<file path="config.mk">
export PLATFORM = sky130hd
export DESIGN_NAME = cal_back
export DESIGN_NICKNAME = d
export VERILOG_FILES = /design/src/rtl/core/cal_pkg.sv /design/src/rtl/core/cal_back.sv
export SDC_FILE = /design/constraint.sdc
export NUM_CORES = 1
export LEC_CHECK = 0
export BUFFER_PORTS_ARGS = -buffer_cell sky130_fd_sc_hd__buf_2
export CORE_AREA = 2 2 259 261
export CTS_CLUSTER_SIZE = 12
export DETAILED_ROUTE_END_ITERATION = 10
export DIE_AREA = 0 0 261 263
export GPL_TIMING_DRIVEN = 0
export PLACE_DENSITY = 0.49
export SYNTH_ARGS = -nofsm -noshare
export SYNTH_HDL_FRONTEND = slang
export SYNTH_SLANG_ARGS = --single-unit
</file>
<file path="constraint.sdc">
create_clock -name i_clk -period 10.1 [get_ports i_clk]
set_input_delay 2.525 -clock i_clk [delete_from_list [all_inputs] [get_ports i_clk]]
set_output_delay 2.525 -clock i_clk [all_outputs]
set_load 0.005 [all_outputs]
</file>
<file path="src/rtl/core/cal_pkg.sv">
// ----------------------------------------------------------------------------
// cal_pkg
// Types, codes and saturation helpers shared by the complex arithmetic unit.
// ----------------------------------------------------------------------------
package cal_pkg;

    localparam logic [2:0] OP_ADD = 3'd0;
    localparam logic [2:0] OP_SUB = 3'd1;
    localparam logic [2:0] OP_MUL = 3'd2;
    localparam logic [2:0] OP_DIV = 3'd3;
    localparam logic [2:0] OP_EQ  = 3'd4;
    localparam logic [2:0] OP_NE  = 3'd5;
    localparam logic [2:0] OP_MOD = 3'd6;

    // Quotient bits produced by the cell row, one per cell.
    localparam int QW     = 34;
    localparam int NCELL  = QW;
    // Square root datapath: radicand padded to two bits per cell.
    localparam int SQ_VW  = 2 * NCELL;
    localparam int SQ_RW  = 35;
    localparam int SQ_QW  = 34;

    localparam logic [65:0] SAT_BIG = {1'b1, 65'd0};

    typedef enum logic [1:0] {
        K_DIRECT,
        K_MUL,
        K_DIV,
        K_SQRT
    } t_kind;

    typedef struct packed {
        logic [2:0]         req_type;
        logic signed [31:0] a_re;
        logic signed [31:0] a_im;
        logic signed [31:0] b_re;
        logic signed [31:0] b_im;
    } t_req;

    typedef struct packed {
        logic signed [31:0] res_re;
        logic signed [31:0] res_im;
        logic               is_true;
        logic               div_by_zero;
    } t_res;

    typedef struct packed {
        logic               vld;
        t_kind              kind;
        logic [31:0]        dir_re;
        logic [31:0]        dir_im;
        logic               is_true;
        logic               dz;
        logic signed [63:0] p1;
        logic signed [63:0] p2;
        logic signed [63:0] p3;
        logic signed [63:0] p4;
        logic signed [63:0] d1;
        logic signed [63:0] d2;
    } t_prod;

    typedef struct packed {
        logic               vld;
        t_kind              kind;
        logic [31:0]        dir_re;
        logic [31:0]        dir_im;
        logic               is_true;
        logic               dz;
        logic signed [64:0] s_re;
        logic signed [64:0] s_im;
        logic [63:0]        den;
    } t_sum;

    typedef struct packed {
        logic               vld;
        t_kind              kind;
        logic [31:0]        dir_re;
        logic [31:0]        dir_im;
        logic               is_true;
        logic               dz;
        logic               neg_re;
        logic               neg_im;
        logic               ovf_re;
        logic               ovf_im;
        logic [63:0]        mag_re;
        logic [63:0]        mag_im;
        logic [63:0]        den;
        logic [63:0]        rem_re;
        logic [63:0]        rem_im;
        logic [QW-1:0]      lo_re;
        logic [QW-1:0]      lo_im;
        logic [SQ_RW-1:0]   sq_rem;
        logic [SQ_QW-1:0]   sq_root;
        logic [SQ_VW-1:0]   sq_v;
    } t_cell;

    // Saturate a sign and magnitude pair to the signed 32-bit range.
    function automatic logic [31:0] sat_sm(input logic neg, input logic [65:0] m);
        logic [31:0] r;
        if (!neg) begin
            r = (m > 66'h0_7FFF_FFFF) ? 32'h7FFF_FFFF : m[31:0];
        end else begin
            r = (m >= 66'h0_8000_0000) ? 32'h8000_0000 : (32'd0 - m[31:0]);
        end
        return r;
    endfunction

    function automatic logic [31:0] sat33(input logic [32:0] s);
        logic [31:0] r;
        if (s[32] != s[31]) begin
            r = s[32] ? 32'h8000_0000 : 32'h7FFF_FFFF;
        end else begin
            r = s[31:0];
        end
        return r;
    endfunction

endpackage

</file>
<file path="src/rtl/core/cal_back.sv">
// ----------------------------------------------------------------------------
// cal_back
// Final rounding, saturation and the result register.
// ----------------------------------------------------------------------------
module cal_back #(
    parameter int FRAC_BITS = 16
) (
    input  logic           i_clk,
    input  logic           i_rst_n,
    input  cal_pkg::t_cell i_cell,
    output logic           o_valid,
    output cal_pkg::t_res  o_res
);
    import cal_pkg::*;

    localparam logic [65:0] HALF = 66'd1 << (FRAC_BITS - 1);

    logic        r_valid;
    t_res        r_res, n_res;
    logic [65:0] ml_re, ml_im, qr_re, qr_im, rt;

    always_comb begin
        ml_re = ({2'b00, i_cell.mag_re} + HALF) >> FRAC_BITS;
        ml_im = ({2'b00, i_cell.mag_im} + HALF) >> FRAC_BITS;
        qr_re = (66'(i_cell.lo_re) + 66'd1) >> 1;
        qr_im = (66'(i_cell.lo_im) + 66'd1) >> 1;
        if (i_cell.ovf_re) begin
            qr_re = SAT_BIG;
        end
        if (i_cell.ovf_im) begin
            qr_im = SAT_BIG;
        end
        // Round the root up when the remainder exceeds the root.
        rt = 66'(i_cell.sq_root) + 66'(66'(i_cell.sq_rem) > 66'(i_cell.sq_root));

        n_res.is_true = i_cell.is_true;
        n_res.div_by_zero = i_cell.dz;
        case (i_cell.kind)
            K_MUL: begin
                n_res.res_re = sat_sm(i_cell.neg_re, ml_re);
                n_res.res_im = sat_sm(i_cell.neg_im, ml_im);
            end
            K_DIV: begin
                n_res.res_re = sat_sm(i_cell.neg_re, qr_re);
                n_res.res_im = sat_sm(i_cell.neg_im, qr_im);
            end
            K_SQRT: begin
                n_res.res_re = sat_sm(1'b0, rt);
                n_res.res_im = 32'sd0;
            end
            default: begin
                n_res.res_re = i_cell.dir_re;
                n_res.res_im = i_cell.dir_im;
            end
        endcase
    end

    always_ff @(posedge i_clk) begin
        if (!i_rst_n) begin
            r_valid <= 1'b0;
        end else begin
            r_valid <= i_cell.vld;
        end
    end

    always_ff @(posedge i_clk) begin
        r_res <= n_res;
    end

    assign o_valid = r_valid;
    assign o_res = r_res;

endmodule

</file>
# --- After elaboration in Yosys (flattened, before gate mapping) ---
# Cells that the tools add are included.
op_classes:
  mux: 16
  add_sub_neg: 9
  eq_ne: 3
  magnitude_cmp: 10
ops:
  columns: ["operator", "count"]
  rows:
  - ["$mux 32", 13]
  - ["$pmux 64 s3", 1]
  - ["$ge 66x32->1 const B", 2]
  - ["$gt 66x31->1 const B", 2]
  - ["$mux 66", 2]
  - ["$add 64x16->65 const B", 2]
  - ["$sub 1x32->32 const A", 4]
  - ["$ge 49x32->1 const B", 2]
  - ["$gt 49x31->1 const B", 2]
  - ["$add 34x1->35 const B", 2]
  - ["$add 34x1->35", 1]
  - ["$gt 35x31->1 const B", 1]
  - ["$gt 35x34->1", 1]
  - ["$eq 2x2->1 const B", 2]
  - ["$eq 2x1->1 const B", 1]
totals:
  ff_bits: 67
  output_inout_bits: 67
  input_bits: 600

# --- Longest topological paths before layout ---
logic_depth:
  depth_word: 6
  depth_mapped: 25
  ltp_nobuf: 23

# --- Least setup slack after synthesis ---
# OpenSTA, ideal clock, no wires.
synth_path:
  path_type: "input to register"
  startpoint: "input port i_cell[69] in the netlist's numbering"
  endpoint: "register r_res (netlist bit o_res[53])"
  required_ns: 9.978
  path_slack_ns: 3.903
  cell_stages: 24
  arrival_ns: 6.075
  path_cell_list: "inv_1 ha_1 nor2b_1 o21a_1 o21ai_0 nand2b_1 a21oi_1 o21ai_0 a21oi_1 nor2b_1 o21ai_0 a31oi_1 ha_1 ha_1 nand3_1 or2_2 o21ai_0 mux2i_1 and3_1 and2_1 clkbuf_1 clkbuf_1 a21oi_1 a221o_1"
synth_lines:
  columns: ["item", "line", "source"]
  rows:
  - ["from (decl)", "cal_back.sv:10", "input cal_pkg::t_cell i_cell,"]
  - ["to (signal assigned)", "cal_back.sv:67", "r_res <= n_res;"]
  - ["to (decl)", "cal_back.sv:19", "t_res r_res, n_res;"]

==> metrics.cfg <==
[setup_path]
start_kind = input pin
cpMostUsedCell = clkbuf_1
crit_required_ns = 10.33
critPathCaptureType = register
crit_buf_inv = 6
critical-path-max-stage-delay_ns = 0.78
crit_chain = buf_2 > clkbuf_1 > clkbuf_1 > clkbuf_1 > clkbuf_1 > nor2b_1 > inv_1 > ha_1 > o21ai_0 > a311oi_1 > nand4bb_1 > nor4_1 > nand4_1 > mux2i_1 > a222oi_1 > nand2_1
crit_family = buffers and inverters
critPathSlowestCell = a311oi_1
worstSetupPathType = input pin to register
path_max_fanout = 10
worstSetupPathDepth = 16
worstPathArrival_ns = 7.90

[synthesis]
synthFlopType = dfxtp_1
synth_top_family_by_area = simple AND/OR/NAND/NOR gates
synthAdderAreaFrac_pct = 4.41
synthMuxAreaShare_pct = 3.55
ys_types = 93
yosys.area_share.simple_pct = 36.8
syn_area_per_cell_sq_um = 6.72
synthArstFlopShare_pct = 0
synth-edff-count = 0
synth-seq-area-share_pct = 9.84
syn_nets = 2675
yosysWarnings = 0
postSynthCellCount = 2027
synth_compound_area_share_pct = 28.5
ys_seq_elements = 67
synth-xor-area-share_pct = 10.7
synthesis.area_sq_um = 13600

[grt]
antenna_found_initial = 32
overflow = 0
grt_use_total_pct = 21.5
grt_max_degree = 15
grt_pass1_wl_um = 111000
grt_pass1_vias = 16407

[clock_network]
cts_buffers = 9
clockBufferDepth = 2
cts.sinks = 67
cts_root_buf = clkbuf_16
htree_levels = 3
cts_setup_buffers = 0
cts_tree = done
hold_buffers = 0
clk_pin_slew_worst_paths_ns = 0.08
cts_resized = 0

[pwr]
fin_total_pwr_w = 0.00121
p_int_w = 0.000664
seq_power_share_pct = 25.0
leakagePower_nw = 6.17
comb_power_share_pct = 47.3
p_switching_w = 0.000544
power.density_nw_per_um2 = 72.1
vdd_drop_max_mv = 0.0568
swShare_pct = 45.0
clock_power_share_pct = 27.7

[sta]
relSlewSlack_pct = 10.5
setup_viol = 0
maxSlewViolCount = 0
fin_setup_tns_ns = 0
max_freq_mhz = 131
worstMarginPinSlew_ns = 1.34
hold_viol_final = 0
period_minus_slack_ns = 7.66
min_period_over_period_pct = 75.9
fin_ws_ns = 2.44
rsz0062_at_grt = false

[placed_design]
pre_cts_ws_ns = 2.18
placed_cells = 3233
place.port_buffers = 342
hpwl_um = 64600
place_congestion = 0.984

[final_layout]
postLayoutCoreUtil_pct = 25.5
syn_to_final_growth_pct = 23.0
layout_common_cells = 373 x buf_2, 182 x nand2_1, 157 x nor2_1
final_nets = 3029
drive_gt1_share_pct = 19.1
instances_no_fill = 3272
n_fill_cell = 7472
final_common_cell = buf_2

[worst_hold_path]
hold_depth = 1
min_path_type = input pin to register

[run]
drv_cap = 0

[detailed_routing]
first_pass_iters = 5
wl_um = 77100
vias = 18005
avgRoutedWirePerCell_um = 23.6
drtAntennaViolNets = 0
drtIter0Drc = 1881
viasPerCell = 5.50
drc = 0

[status]
status = finished, final reports clean

[die]
start_util_pct = 20.8
fp.coreArea_sq_um = 65600
dieArea_sq_um = 68600
die_y_um = 263
num_rows = 94
die_width_um = 261
io_pins = 667

cell type report:
class                           count  area [sq um]  area share [%]
Antenna cell                       22          55.1           0.328
Inverter                           76           285            1.70
Clock buffer                        9           225            1.34
Timing Repair Buffer              343          1720            10.2
Buffer                            135           563            3.36
Clock inverter                      7          60.1           0.358
Tap cell                          864          1080            6.45
Multi-Input combinational cell   1749         11400            68.2
Sequential cell                    67          1340            8.00
per-stage QoR:
step / hold WS, ns / cell area [sq um]
after floorplan: 2.55 / 13600
after global placement: 2.63 / 16400
after detailed placement: 2.63 / 16400
after CTS: 2.22 / 16700
after global routing: 2.23 / 16700
final: 2.23 / 16800
power by group through the flow:
| stage | registers, W | logic, W | clock network [W] |
|---|---|---|---|
| 2_1_floorplan | 0.000308 | 0.000294 | 0 |
| 3_3_place_gp | 0.000308 | 0.000558 | 0 |
| 3_5_place_dp | 0.000308 | 0.000557 | 0 |
| 4_1_cts | 0.000302 | 0.000560 | 0.000348 |
| 5_1_grt | 0.000304 | 0.000620 | 0.000357 |
| 6_report | 0.000302 | 0.000572 | 0.000334 |
Yosys cell counts, drive strengths merged (27+ instances only):
| master | number | area, sq um |
|---|---|---|
| buf | 36 | 189 |
| dfxtp | 67 | 1340 |
| xor2 | 54 | 473 |
| inv | 76 | 285 |
| or3 | 27 | 169 |
| nor3 | 89 | 450 |
| o21ai | 94 | 470 |
| or4 | 31 | 240 |
| nor4 | 62 | 443 |
| o211ai | 32 | 250 |
| xnor2 | 113 | 990 |
| a21oi | 119 | 596 |
| nor2 | 158 | 596 |
| nand4 | 92 | 594 |
| a221o | 28 | 280 |
| ha | 48 | 601 |
| nand2 | 183 | 689 |
| clkbuf | 99 | 374 |
| and3 | 36 | 225 |
| mux2i | 37 | 383 |
| nand3 | 122 | 633 |
registers in the layout (all words and copies together) (netlist names):
signal   flops
o_valid      1
o_res       66
worst paths after layout:
kind	from	to	slack, ns
setup / recovery	i_cell[525]	o_res[32]$_DFF_P_	2.44
hold / removal	i_cell[530]	o_res[1]$_DFF_P_	2.23
metal layers:
metal  GRT usage, %  wire [um]
met1           31.0      36000
met2           29.5      30200
met3           8.18       9280
met4           5.13       1490
met5              0        126
logic make-up after synthesis:
kind of cell | count (synthesis)
simple gates | 932
fa+ha+maj | 48
flops | 67
mux | 46
buf+inv | 211
xor+xnor | 167
compound gates | 556
Note: power is estimated with default switching activity, not from simulation.
