**src/rtl/core/cal_pkg.sv**
```systemverilog
// ----------------------------------------------------------------------------
// cal_pkg
// Types, codes and saturation helpers shared by the complex arithmetic unit.
// ----------------------------------------------------------------------------
package cal_pkg;

    localparam logic [2:0] OP_ADD = 3'd0;
    localparam logic [2:0] OP_SUB = 3'd1;
    localparam logic [2:0] OP_MUL = 3'd2;
    localparam logic [2:0] OP_DIV = 3'd3;
    localparam logic [2:0] OP_EQ  = 3'd4;
    localparam logic [2:0] OP_NE  = 3'd5;
    localparam logic [2:0] OP_MOD = 3'd6;

    // Quotient bits produced by the cell row, one per cell.
    localparam int QW     = 34;
    localparam int NCELL  = QW;
    // Square root datapath: radicand padded to two bits per cell.
    localparam int SQ_VW  = 2 * NCELL;
    localparam int SQ_RW  = 35;
    localparam int SQ_QW  = 34;

    localparam logic [65:0] SAT_BIG = {1'b1, 65'd0};

    typedef enum logic [1:0] {
        K_DIRECT,
        K_MUL,
        K_DIV,
        K_SQRT
    } t_kind;

    typedef struct packed {
        logic [2:0]         req_type;
        logic signed [31:0] a_re;
        logic signed [31:0] a_im;
        logic signed [31:0] b_re;
        logic signed [31:0] b_im;
    } t_req;

    typedef struct packed {
        logic signed [31:0] res_re;
        logic signed [31:0] res_im;
        logic               is_true;
        logic               div_by_zero;
    } t_res;

    typedef struct packed {
        logic               vld;
        t_kind              kind;
        logic [31:0]        dir_re;
        logic [31:0]        dir_im;
        logic               is_true;
        logic               dz;
        logic signed [63:0] p1;
        logic signed [63:0] p2;
        logic signed [63:0] p3;
        logic signed [63:0] p4;
        logic signed [63:0] d1;
        logic signed [63:0] d2;
    } t_prod;

    typedef struct packed {
        logic               vld;
        t_kind              kind;
        logic [31:0]        dir_re;
        logic [31:0]        dir_im;
        logic               is_true;
        logic               dz;
        logic signed [64:0] s_re;
        logic signed [64:0] s_im;
        logic [63:0]        den;
    } t_sum;

    typedef struct packed {
        logic               vld;
        t_kind              kind;
        logic [31:0]        dir_re;
        logic [31:0]        dir_im;
        logic               is_true;
        logic               dz;
        logic               neg_re;
        logic               neg_im;
        logic               ovf_re;
        logic               ovf_im;
        logic [63:0]        mag_re;
        logic [63:0]        mag_im;
        logic [63:0]        den;
        logic [63:0]        rem_re;
        logic [63:0]        rem_im;
        logic [QW-1:0]      lo_re;
        logic [QW-1:0]      lo_im;
        logic [SQ_RW-1:0]   sq_rem;
        logic [SQ_QW-1:0]   sq_root;
        logic [SQ_VW-1:0]   sq_v;
    } t_cell;

    // Saturate a sign and magnitude pair to the signed 32-bit range.
    function automatic logic [31:0] sat_sm(input logic neg, input logic [65:0] m);
        logic [31:0] r;
        if (!neg) begin
            r = (m > 66'h0_7FFF_FFFF) ? 32'h7FFF_FFFF : m[31:0];
        end else begin
            r = (m >= 66'h0_8000_0000) ? 32'h8000_0000 : (32'd0 - m[31:0]);
        end
        return r;
    endfunction

    function automatic logic [31:0] sat33(input logic [32:0] s);
        logic [31:0] r;
        if (s[32] != s[31]) begin
            r = s[32] ? 32'h8000_0000 : 32'h7FFF_FFFF;
        end else begin
            r = s[31:0];
        end
        return r;
    endfunction

endpackage

```
**src/rtl/core/cal_cell.sv**
```systemverilog
// ----------------------------------------------------------------------------
// cal_cell
// One step of the cell row: a quotient bit on each divider and a root bit.
// ----------------------------------------------------------------------------
module cal_cell (
    input  logic           i_clk,
    input  logic           i_rst_n,
    input  cal_pkg::t_cell i_cell,
    output cal_pkg::t_cell o_cell
);
    import cal_pkg::*;

    t_cell r_cell, n_cell;

    logic [64:0]        sh_re, sh_im, df_re, df_im;
    logic               ge_re, ge_im, ge_sq;
    logic [SQ_RW+1:0]   sq_t, sq_trial, sq_df;

    always_comb begin
        sh_re = {i_cell.rem_re, i_cell.lo_re[QW-1]};
        sh_im = {i_cell.rem_im, i_cell.lo_im[QW-1]};
        df_re = sh_re - {1'b0, i_cell.den};
        df_im = sh_im - {1'b0, i_cell.den};
        ge_re = sh_re >= {1'b0, i_cell.den};
        ge_im = sh_im >= {1'b0, i_cell.den};

        sq_t = {i_cell.sq_rem, i_cell.sq_v[SQ_VW-1:SQ_VW-2]};
        sq_trial = {1'b0, i_cell.sq_root, 2'b01};
        sq_df = sq_t - sq_trial;
        ge_sq = sq_t >= sq_trial;

        n_cell = i_cell;
        n_cell.rem_re = ge_re ? df_re[63:0] : sh_re[63:0];
        n_cell.rem_im = ge_im ? df_im[63:0] : sh_im[63:0];
        // Dividend bits leave at the top while quotient bits enter below.
        n_cell.lo_re = {i_cell.lo_re[QW-2:0], ge_re};
        n_cell.lo_im = {i_cell.lo_im[QW-2:0], ge_im};
        n_cell.sq_rem = ge_sq ? sq_df[SQ_RW-1:0] : sq_t[SQ_RW-1:0];
        n_cell.sq_root = {i_cell.sq_root[SQ_QW-2:0], ge_sq};
        n_cell.sq_v = {i_cell.sq_v[SQ_VW-3:0], 2'b00};
    end

    always_ff @(posedge i_clk) begin
        if (!i_rst_n) begin
            r_cell <= '0;
        end else begin
            r_cell <= n_cell;
        end
    end

    assign o_cell = r_cell;

endmodule

```
**config.mk**
```make
export PLATFORM = sky130hd
export DESIGN_NAME = cal_cell
export DESIGN_NICKNAME = d
export VERILOG_FILES = /design/src/rtl/core/cal_pkg.sv /design/src/rtl/core/cal_cell.sv
export SDC_FILE = /design/constraint.sdc
export NUM_CORES = 1
export LEC_CHECK = 0
export ABC_CLOCK_PERIOD_IN_PS = 4750
export BUFFER_PORTS_ARGS = -buffer_cell sky130_fd_sc_hd__buf_2
export CAP_MARGIN = 20
export CORE_AREA = 2 2 460 462
export CTS_CLUSTER_SIZE = 12
export DETAILED_ROUTE_END_ITERATION = 7
export DIE_AREA = 0 0 462 464
export PLACE_DENSITY = 0.37
export SYNTH_ARGS = -nofsm -noshare
export SYNTH_HDL_FRONTEND = slang
export SYNTH_SLANG_ARGS = --single-unit
```
**constraint.sdc**
```tcl
create_clock -name i_clk -period 4.75 [get_ports i_clk]
set_clock_uncertainty 0.05 [all_clocks]
set_input_delay 0.95 -clock i_clk [delete_from_list [all_inputs] [get_ports i_clk]]
set_output_delay 0.95 -clock i_clk [all_outputs]
set_load 0.005 [all_outputs]
```
# Word level (Yosys, flattened, before mapping)
# Cells that the tools add are included.
# op_classes
addsub,3
magnitude_cmp,3
mux,3
# op_table
op,n
$ge A65 B64 Y1,2
$mux W64,2
$sub A64 B64 Y64,2
$ge A37 B36 Y1,1
$mux W35,1
$sub A35 B35 Y35,1
# word_totals
register_bits,598
input_bits,600
output_inout_bits,598
elab_cells,30

# Depth between registers and ports, before layout
# Gate-level depths: netlist (run 1).
# logic_depth
ltp_word,2
ltp_mapped,15
depth_no_buf,13

# Worst setup path before layout (run 1)
# No wires, ideal clock.
# synth_path
path_type,in2reg
startpoint,input i_cell[204] (netlist name)
endpoint,register r_cell (netlist bit o_cell[327])
setup_time_ps,86
arrival_ps,3619
required_ps,4614
path_slack_ps,996
path_stages,13
n_path_buf,0
cell_sequence,inv_1 ha_1 fa_1 nand2b_1 a21o_1 a21oi_1 o2111a_1 o211a_1 o31ai_2 a21o_2 nor4b_1 or4_1 a211oi_1
# synth_via
elab_chain_cells,2
word_cells_on_any_way,3
classes_between,add/sub (1); order compare (1); mux (1)
# synth_lines
element,line_no,source
start: declaration,cal_cell.sv:8,"input cal_pkg::t_cell i_cell,"
$sub A64 B64 Y64 / $ge A65 B64 Y1 (equally long branches),"cal_cell.sv:22, cal_cell.sv:24",
$mux W64 *,cal_cell.sv:33,n_cell.rem_re = ge_re ? df_re[63:0] : sh_re[63:0];
end signal: assignment,cal_cell.sv:47,r_cell <= n_cell;
end: declaration,cal_cell.sv:13,"t_cell r_cell, n_cell;"
# Mark *: on every way between the ends. The rest lies on a longest branch, timed or not.
# A chain may end at the register's enable or synchronous reset.

# Worst setup path after layout (run 1)
# layout_path
startpoint,input i_cell[349] (netlist name)
endpoint,register r_cell (netlist bit o_cell[260])
# layout_via
elab_chain_cells,2
word_cells_on_any_way,3
classes_between,add/sub (1); order compare (1); mux (1)
# layout_lines
element,line_no,source
$sub A64 B64 Y64 / $ge A65 B64 Y1 (equally long branches),"cal_cell.sv:23, cal_cell.sv:25",
$mux W64 *,cal_cell.sv:34,n_cell.rem_im = ge_im ? df_im[63:0] : sh_im[63:0];
# Marks and branches as above.

==> impl_results.md, run 1 <==
* Status: finished clean
* Vias in the first global route at 28600
* Share of cells above drive strength 1 at 0.347
* Maximum vdd drop at around 240 µV
* Slew HR at 0.305
* Synth Instances at around 3000
* Worst Tran Pin Value at 1.02 ns
* WL/cell at 26.3 µm
* Nets at approximately 5000
* Post-Route WL at 190 mm
* Async SR Flop Fraction at 0
* Clock transition at path regs at 0.06 ns
* Fin cells at 7217
* Final hold violation count at 0
* WP data arrival at 4.64 ns
* Hold_ws at 0.399 ns
* Total number of vias at 27800
* Fin crit share at 0.867
* Post-CTS setup buffers at 0
* Routability cong. at 0.910
* Placed Cells at about 7000
* Root Buffer: clkbuf_16
* Die ar. at 0.214 mm²
* Unrepaired setup endpoints after global routing: no
* Iteration-0 DRC Markers at between 1000 and 1500
* Initial antenna violation count at between 80 and 90
* Row count at approximately 170
* First-pass GRT wire length at 250 mm
* Pwr Density at 385 mW/mm²
* DRT antenna net count at 0
* CP Max Fanout at 8
* Via density at 3.85
* Worst min path class: in2reg
* CTS tree: built
* Synthesized flop and latch total at 596
* # IOs at 1198
* Logic pwr share at 0.230
* Crit Path Class: in2reg
* Hold_buf cts at 0
* CP Capture Type: register
* Seq/Total Area, Yosys at 0.438
* Setup crit start kind: primary input
* Synth area leader: dfxtp_1
* Leak at 19.5 nW
* Slew Limit Fails at 0
* Commonest non-fill, non-tap cell in the layout: buf_2
* HPWL after DPL at 163 mm
* Util after Layout at 0.192
* Fill cell count at approximately 24000
* Switching share of power at 0.324
* H-Tree Depth at 3
* Ys Warns at 0
* Post-synth cell types at 79
* Die Span Y at ~460 µm
* Setup TNS at 0 ns
* Largest net degree at the start of global routing at 107
* # setup viols final at 0
* Sequential share of power at 0.360
* GR Overflow Total at 0
* Top cell type's share of synthesized area at 0.438
* Clock buffer depth at 3
* Finished layout cell area at 0.0402 mm²
* TritonRoute pass-1 iters at 5
* Internal power at 10.5 mW
* Netlist Area Pre-Place at 0.0272 mm²
* DRC errors left at 0
* Max FFs per register at 596
* Initial Util at 0.130
* Dominant cells by area after synthesis: dfxtp_1, and2_1, ha_1
* Ys flop type: dfxtp_1
* Layout overhead on the synthesized area at 47.4%
* Core Box Area at approximately 0.21 mm²
* Placed Area at around 0.037 mm²
* Clock network power share at 0.410
* Peak Freq at 243 MHz
* CTS Buf Count at 80
* Max-cap viol count at 0
* Post-synth EDFFs at 0
* Gr usage total at 0.170
* Most frequent cells in the layout: buf_2, dfxtp_1, and2_1, nor2_1, a21oi_1
* Syn_area_per_cell at 8.96 µm²
* Critical Path RT at 5.28 ns
* Clock Sinks at about 600
* Die Wd at ~460 µm
* # port buffers at around 1200
* Tmin final at ~4.1 ns
* NetSw at 5.01 mW
* CTS resizes at 0
==> critical path, stage by stage <==
cell and delay, ns:
buf_2 0.10, inv_1 0.17, ha_1 0.36, a21oi_1 0.31, o21bai_1 0.17, a2111oi_0 0.91
a211oi_1 0.29, buf_4 0.21, o21ai_0 0.16, buf_4 0.16, nand2_1 0.08, a31oi_1 0.17
buf_4 0.16, o21bai_1 0.08, xnor2_1 0.22, o22ai_1 0.13
==> cells by family after synthesis <==
logic type / Yosys count / share of synthesized area
fa+ha+maj: 166 / 0.0768
buf+inv: 308 / 0.0464
simple gates: 1078 / 0.201
other cells: 1 / 0.000138
xor+xnor: 142 / 0.0456
mux: 105 / 0.0386
flops: 596 / 0.438
compound gates: 646 / 0.154
==> layout make-up <==
cell class / instances / area [µm²] / share of cell area
antenna: 27 / 67.6 / 0.00168
clock buffer: 105 / 2220 / 0.0552
multi-input combinational: 2139 / 14100 / 0.350
inverter: 148 / 563 / 0.0140
clock inverter: 36 / 460 / 0.0115
sequential: 596 / 11900 / 0.297
timing repair buffer: 1361 / 7360 / 0.183
tap: 2805 / 3510 / 0.0874
==> cell usage after synthesis, types with 39 or more instances <==
cell      instances
xnor2_1          96
mux2i_1         105
nor2_1          334
nand2_1         169
ha_1            164
dfxtp_1         596
inv_1           147
nand3_1          39
clkbuf_1        124
xor2_1           46
o21ai_0         109
a211oi_1         47
and2_1          344
a21oi_1         199
nand4_1          47
a21o_1           92
==> per-stage QoR <==
step / power (mW) / worst slack, ns
6_report: 15.5 / 0.633
3_3_place_gp: 9.30 / 0.0211
4_1_cts: 15.8 / 0.781
2_1_floorplan: 7.33 / 0.996
5_1_grt: 16.2 / 0.568
3_5_place_dp: 9.27 / -0.0178
==> final timing paths <==
check / start / to / slack [ns] / cells past startpoint
hold / removal: i_cell[596] / o_cell[596] / 0.40 / 2
setup / recovery: i_cell[349] / o_cell[260] / 0.63 / 16
==> power by group through the flow <==
stage	clock (mW)	combinational, mW	sequential, mW
2_1_floorplan	0	1.67	5.66
3_3_place_gp	0	3.62	5.68
3_5_place_dp	0	3.59	5.67
4_1_cts	6.65	3.62	5.57
5_1_grt	6.80	3.86	5.60
6_report	6.35	3.56	5.56
==> per-layer routing <==
metal  up-vias  GRT usage  wire length [µm]
met5         -          0               314
met4        46     0.0894             10100
met3       302     0.0402             12100
met2      1091      0.298             93200
met1     13400      0.189             74400
li1      13000          -                 -
Note: power is estimated with default switching activity, not from simulation.
==> run 2, diff against run 1 <==
- ABC_AREA: default -> 1
- CORE_AREA: 2 2 460 462 -> 2 2 467 469
- DIE_AREA: 0 0 462 464 -> 0 0 469 471
- PLACE_DENSITY: 0.37 -> 0.4
==> run 2 against run 1 <==
Synthesized area increased by 23%. Sequential power about the same. Fmax increased by 29%. Combinational power increased by 11%. Cell count increased by 34%. Synthesized cell count increased by 81%. Clock power increased by 8.2%. Non-clock buffer count decreased by 117.
==> impl_results.md, run 2 <==
* Syn_area_per_cell at 6.10 µm²
* Synth cell count leaders: nand2_1, inv_1, dfxtp_1
* Largest net degree at the start of global routing at 98
* Layout overhead on the synthesized area at 37.4%
* Fin crit share at 0.674
* Iteration-0 DRC Markers at 2400
* GR peak layer: met2
* Root Buffer: clkbuf_16
* Crit path launch: i_cell[382]
* Clock Sinks at 596
* GR Layer Usage met2 at 0.376
* Via density at 3.89
* Setup TNS at 0 ns
* Die Span Y at 471 µm
* CTS Buf Count at just over 80
* Core Box Area at between 0.2 and 0.25 mm²
* Seq/Total Area, Yosys at 0.356
* Initial Util at 0.155
* Ys Warns at 0
* First-pass GRT wire length at 321 mm
* Row count at about 170
* Maximum vdd drop at 285 µV
* CP Max Fanout at 32
* Cell family with most CP delay: simple AND/OR/NAND/NOR gates
* H-Tree Depth at 3
* TritonRoute pass-1 iters at 6
* Vias in the first global route at 37800
* Worst Tran Pin Value at about 0.77 ns
* Crit-path max cell delay at ~0.54 ns
* Die ar. at 0.221 mm²
* Worst min path class: in2reg
* Netlist Area Pre-Place at 0.0336 mm²
* Leak at between 20 and 30 nW
* HPWL after DPL at around 220 mm
* Grt met3 use at 0.0479
* Share of cells above drive strength 1 at 0.215
* DRC errors left at 0
* Setup crit start kind: primary input
* Synthesized flop and latch total at between 500 and 600
* Post-CTS setup buffers at 0
* Slew HR at 0.489
* Dominant cells by area after synthesis: dfxtp_1, nand2_1, inv_1
* Critical-path cell list: buf_2 -> inv_1 -> ha_1 -> nand2_1 -> nor2_2 -> nand2_2 -> inv_2 -> nand3_1 -> nor3_4 -> nand2_4 -> buf_4 -> nand3b_1 -> nand2_1 -> nor2_1 -> buf_4
* Unrepaired setup endpoints after global routing: no
* Most frequent cells in the layout: nand2_1, inv_1, buf_2, dfxtp_1, nor2_1
* Synth area leader: dfxtp_1
* # port buffers at 1195
* Slew Limit Fails at 0
* Tmin final at 3.20 ns
* Commonest non-fill, non-tap cell in the layout: nand2_1
* Critical Path RT at 5.37 ns
* Synth Instances at roughly 5500
* CTS resizes at 0
* Gr usage total at 0.214
* Fill cell count at 25300
* Ys flop type: dfxtp_1
* Hold wc startpoint: i_cell[143]
* WP data arrival at about 3.8 ns
* GR Overflow Total at 0
* Crit Path Class: in2reg
* Post-synth EDFFs at 0
* Most numerous cell in the Yosys netlist: nand2_1
* # setup viols final at 0
* Max FFs per register at roughly 600
* # IOs at 1198
* Clock transition at path regs at 0.06 ns
* Crit path max-delay cell type: ha_1
* Util after Layout at 0.213
* Top cell type's share of synthesized area at 0.356
* Post-Route WL at 245 mm
* Routability cong. at 0.955
* Crit path buf inv count at 5
* WL/cell at 25.4 µm
* CTS tree: built
* Fin cells at roughly 9700
* Total number of vias at 37700
* Placed Cells at 9491
* DRT antenna net count at 0
* Peak Freq at 312 MHz
* Max-cap viol count at 0
* Final hold violation count at 0
* Initial antenna violation count at roughly 130
* Status: finished clean
* Clock buffer depth at 3
* Finished layout cell area at 0.0461 mm²
* Die Wd at roughly 470 µm
* Post-synth cell types at 41
* CP Capture Type: register
* Placed Area at 0.0431 mm²
* Met1 Track Usage GR at 0.253
* Pwr Density at ~360 mW/mm²
* Hold_buf cts at 0
* Async SR Flop Fraction at 0
* Nets at 7488
-- run 2: changes by cell type after synthesis, moves of 105 or more --
cell	before	now
inv_1	147	1294
nand2_1	169	2062
and2_1	344	6
nor2_1	334	583
mux2i_1	105	0
nand3_1	39	171
-- run 2: worst paths after layout --
path,to,cells after the start
hold / removal,o_cell[144],3
setup / recovery,o_cell[245],15
-- run 2: cell families after synthesis --
logic type,count (synthesis),share of synthesized area
adder cells (fa/ha/maj),166,0.0623
other,1,0.000112
AO/OA/AOI/OAI,207,0.0325
AND/OR/NAND/NOR,3017,0.363
buffers and inverters,1435,0.165
XOR/XNOR,81,0.0211
flip-flops,596,0.356
-- run 2: per-layer routing --
metal / vias to the layer above / part of all wire
li1: 18500 / -
met1: 17500 / 0.41
met2: 1333 / 0.49
met3: 334 / 0.063
met4: 20 / 0.036
met5: - / 0.00047
-- run 2: layout make-up --
class / count / area [µm²] / area share
clock inverter: 40 / 603 / 0.0131
inverter: 1324 / 4970 / 0.108
multi-input combinational: 3473 / 16100 / 0.349
antenna: 29 / 72.6 / 0.00157
tap: 2854 / 3570 / 0.0774
timing repair buffer: 1244 / 6500 / 0.141
clock buffer: 110 / 2380 / 0.0516
sequential: 596 / 11900 / 0.259
-- run 2: power breakdown --
part,total (mW),leakage (nW),switching [mW],internal [mW]
Clock,6.87,1.45,2.80,4.06
Sequential,5.57,4.97,0.192,5.38
Combinational,3.95,22.2,2.68,1.27
Total,16.4,28.6,5.68,10.7
-- run 2: per-stage QoR --
stage                     power (mW)  worst slack [ns]  hold slack, ns
after floorplan                 7.52              2.04           0.993
after global placement          9.70             0.762            1.08
after detailed placement        9.65             0.771            1.09
after CTS                       16.7              1.56           0.269
after global routing            17.2              1.37           0.308
final                           16.4              1.55           0.346
==> run 3, diff against run 2 <==
- ABC_CLOCK_PERIOD_IN_PS: 4750 -> 2800
- CORE_AREA: 2 2 467 469 -> 2 2 463 465
- DIE_AREA: 0 0 469 471 -> 0 0 465 467
- PLACE_DENSITY: 0.4 -> 0.41
- clock period: 4.75 -> 2.8 ns (I/O delays scaled with it)
==> run 3 against run 2 <==
Sequential share of layout area shrank 4.7 points. Hold slack lost 0.28 ns. First-iteration DRC count grew 2.7%. Power grew 83%. Via count grew 11%. Critical path type unchanged.
==> impl_results.md, run 3 (same netlist as run 2, synthesis figures left out) <==
* Status: finished clean
* First-pass GRT wire length at 332 mm
* Util after Layout at 0.266
* Top cell by count, worst path: nand2_1
* Logic pwr share at 0.287
* WL/cell at 23.1 µm
* Peak Freq at 372 MHz
* Placed Cells at 10300
* Unrepaired setup endpoints after global routing: no
* Top layer in use: met5
* TritonRoute pass-1 iters at 5
* Vias in the first global route at 41500
* Worst Hold End: o_cell[349]
* Slew Limit Fails at 0
* Pwr Density at about 530 mW/mm²
* Clock buffer depth at 3
* Core Box Area at 0.212 mm²
* CP Max Fanout at 4
* Critical-path cell list: dlygate4sd3_1 -> buf_2 -> ha_1 -> nand2_1 -> o21ai_1 -> a21oi_2 -> nand3_1 -> nand2_1 -> nand2_4 -> inv_2 -> buf_4 -> a21oi_1 -> nor2_1
* GR Overflow Total at 0
* Die ar. at around 0.22 mm²
* Worst Tran Pin Value at between 0.5 and 0.6 ns
* Clock network power share at 0.398
* Commonest non-fill, non-tap cell in the layout: nand2_1
* Row count at roughly 170
* DRT antenna net count at 0
* NetSw at 10.0 mW
* Max FFs per register at 596
* Area taken by multi-input logic gates at 0.0162 mm²
* Initial antenna violation count at approximately 110
* Fin crit share at 0.961
* Gr usage total at 0.222
* Clock transition at path regs at 0.05 ns
* Largest net degree at the start of global routing at 69
* DRC errors left at 0
* Crit path buf inv count at 4
* Worst min path class: in2reg
* Fill cell count at 24200
* CTS Buf Count at 83
* Most frequent cells in the layout: nand2_1, inv_1, buf_2, buf_4, dfxtp_1
* Clock Sinks at 596
* Fin cells at 10800
* Layout overhead on the synthesized area at 67.7%
* Tmin final at 2.69 ns
* CTS tree: built
* CP Capture Type: register
* Sequential share of power at 0.315
* Slew HR at 0.603
* # setup viols final at 0
* Root Buffer: clkbuf_16
* WP data arrival at 3.23 ns
* # IOs at between 1000 and 1500
* Crit path max-delay cell type: dlygate4sd3_1
* Cells on Worst Hold Path at 3
* HPWL after DPL at 220 mm
* Die Span Y at 467 µm
* Register Area at 0.0119 mm²
* Crit-path max cell delay at 0.55 ns
* Post-Route WL at 250 mm
* Iteration-0 DRC Markers at about 2500
* Share of cells above drive strength 1 at 0.291
* Nets at 8672
* Setup crit start kind: primary input
* H-Tree Depth at 3
* Routability cong. at between 0.9 and 1
* Maximum vdd drop at 492 µV
* Initial Util at 0.159
* Final hold violation count at 0
* Cell family with most CP delay: buffers and inverters
* Met3 WL post-DR at roughly 15 mm
* # port buffers at roughly 1200
* Critical Path RT at approximately 3.3 ns
* Switching share of power at 0.334
* Internal power at 20.0 mW
* WL met2 at 124 mm
* Placed Area at 0.0497 mm²
* Crit Path Class: in2reg
* Leak at 34.3 nW
* Die Wd at 465 µm
* Hold wc startpoint: i_cell[349]
* Total number of vias at about 42000
* Finished layout cell area at about 0.056 mm²
* Met1 Routed Length at a little over 100 mm
* Max-cap viol count at 0
* Via density at 3.85
[run 3: changes by cell type in the layout (fill, tap and decap cells not counted), moves of 5 or more]
cell	delta
clkbuf_8	-8
dlygate4sd3_1	+340
inv_6	+6
nor2_2	+8
bufinv_16	+5
buf_12	+23
buf_4	+820
nor2_1	-9
[run 3: through the flow]
stage                     power [mW]  hold WS (ns)  setup slack [ns]  TNS, ns
after floorplan                 12.8         0.603             0.481        0
after global placement          17.9         0.690            -0.658   -70.49
after detailed placement        17.8         0.696            -0.657   -70.08
after CTS                       30.5      0.000417            0.0353        0
after global routing            31.6        0.0291            0.0226        0
final                           30.0        0.0701             0.109        0
[run 3: area by class of cell]
cell class | count | area share
Antenna cell | 32 | 0.00142
Tap cell | 2821 | 0.0627
Clock buffer | 102 | 0.0403
Timing Repair Buffer | 2428 | 0.294
Multi-Input combinational cell | 3473 | 0.287
Clock inverter | 51 | 0.0141
Sequential cell | 596 | 0.212
Inverter | 1324 | 0.0884
[run 3: per-layer routing]
| layer | track usage | vias up |
|---|---|---|
| li1 | - | 20800 |
| met1 | 0.259 | 19200 |
| met2 | 0.399 | 1327 |
| met3 | 0.0451 | 342 |
| met4 | 0.0743 | 24 |
| met5 | 0 | - |
[run 3: how the worst max path moves through the flow]
stage / cells after the start / slack (ns) / to / from
global route: 13 / 0.02 / o_cell[133] / i_cell[124]
global placement: 16 / -0.66 / o_cell[300] / i_cell[375]
detailed placement: 16 / -0.66 / o_cell[300] / i_cell[385]
finish: 13 / 0.11 / o_cell[134] / i_cell[115]
floorplan: 17 / 0.48 / o_cell[319] / i_cell[335]
CTS: 14 / 0.04 / o_cell[131] / i_cell[115]
[run 3: power groups by stage]
stage | clock, mW | sequential, mW | combinational (mW)
after floorplan | 0 | 9.56 | 3.19
after detailed placement | 0 | 9.62 | 8.20
after global placement | 0 | 9.64 | 8.24
final | 11.9 | 9.44 | 8.60
after global routing | 12.7 | 9.48 | 9.41
after CTS | 12.4 | 9.45 | 8.69
[run 3: repair_timing]
item	4_1_cts	5_1_grt
setup buffers	0	0
hold buffers	340	0
endpoints found under the setup margin	0	88
hold endpoints to repair	340	0
gates resized for setup	0	26
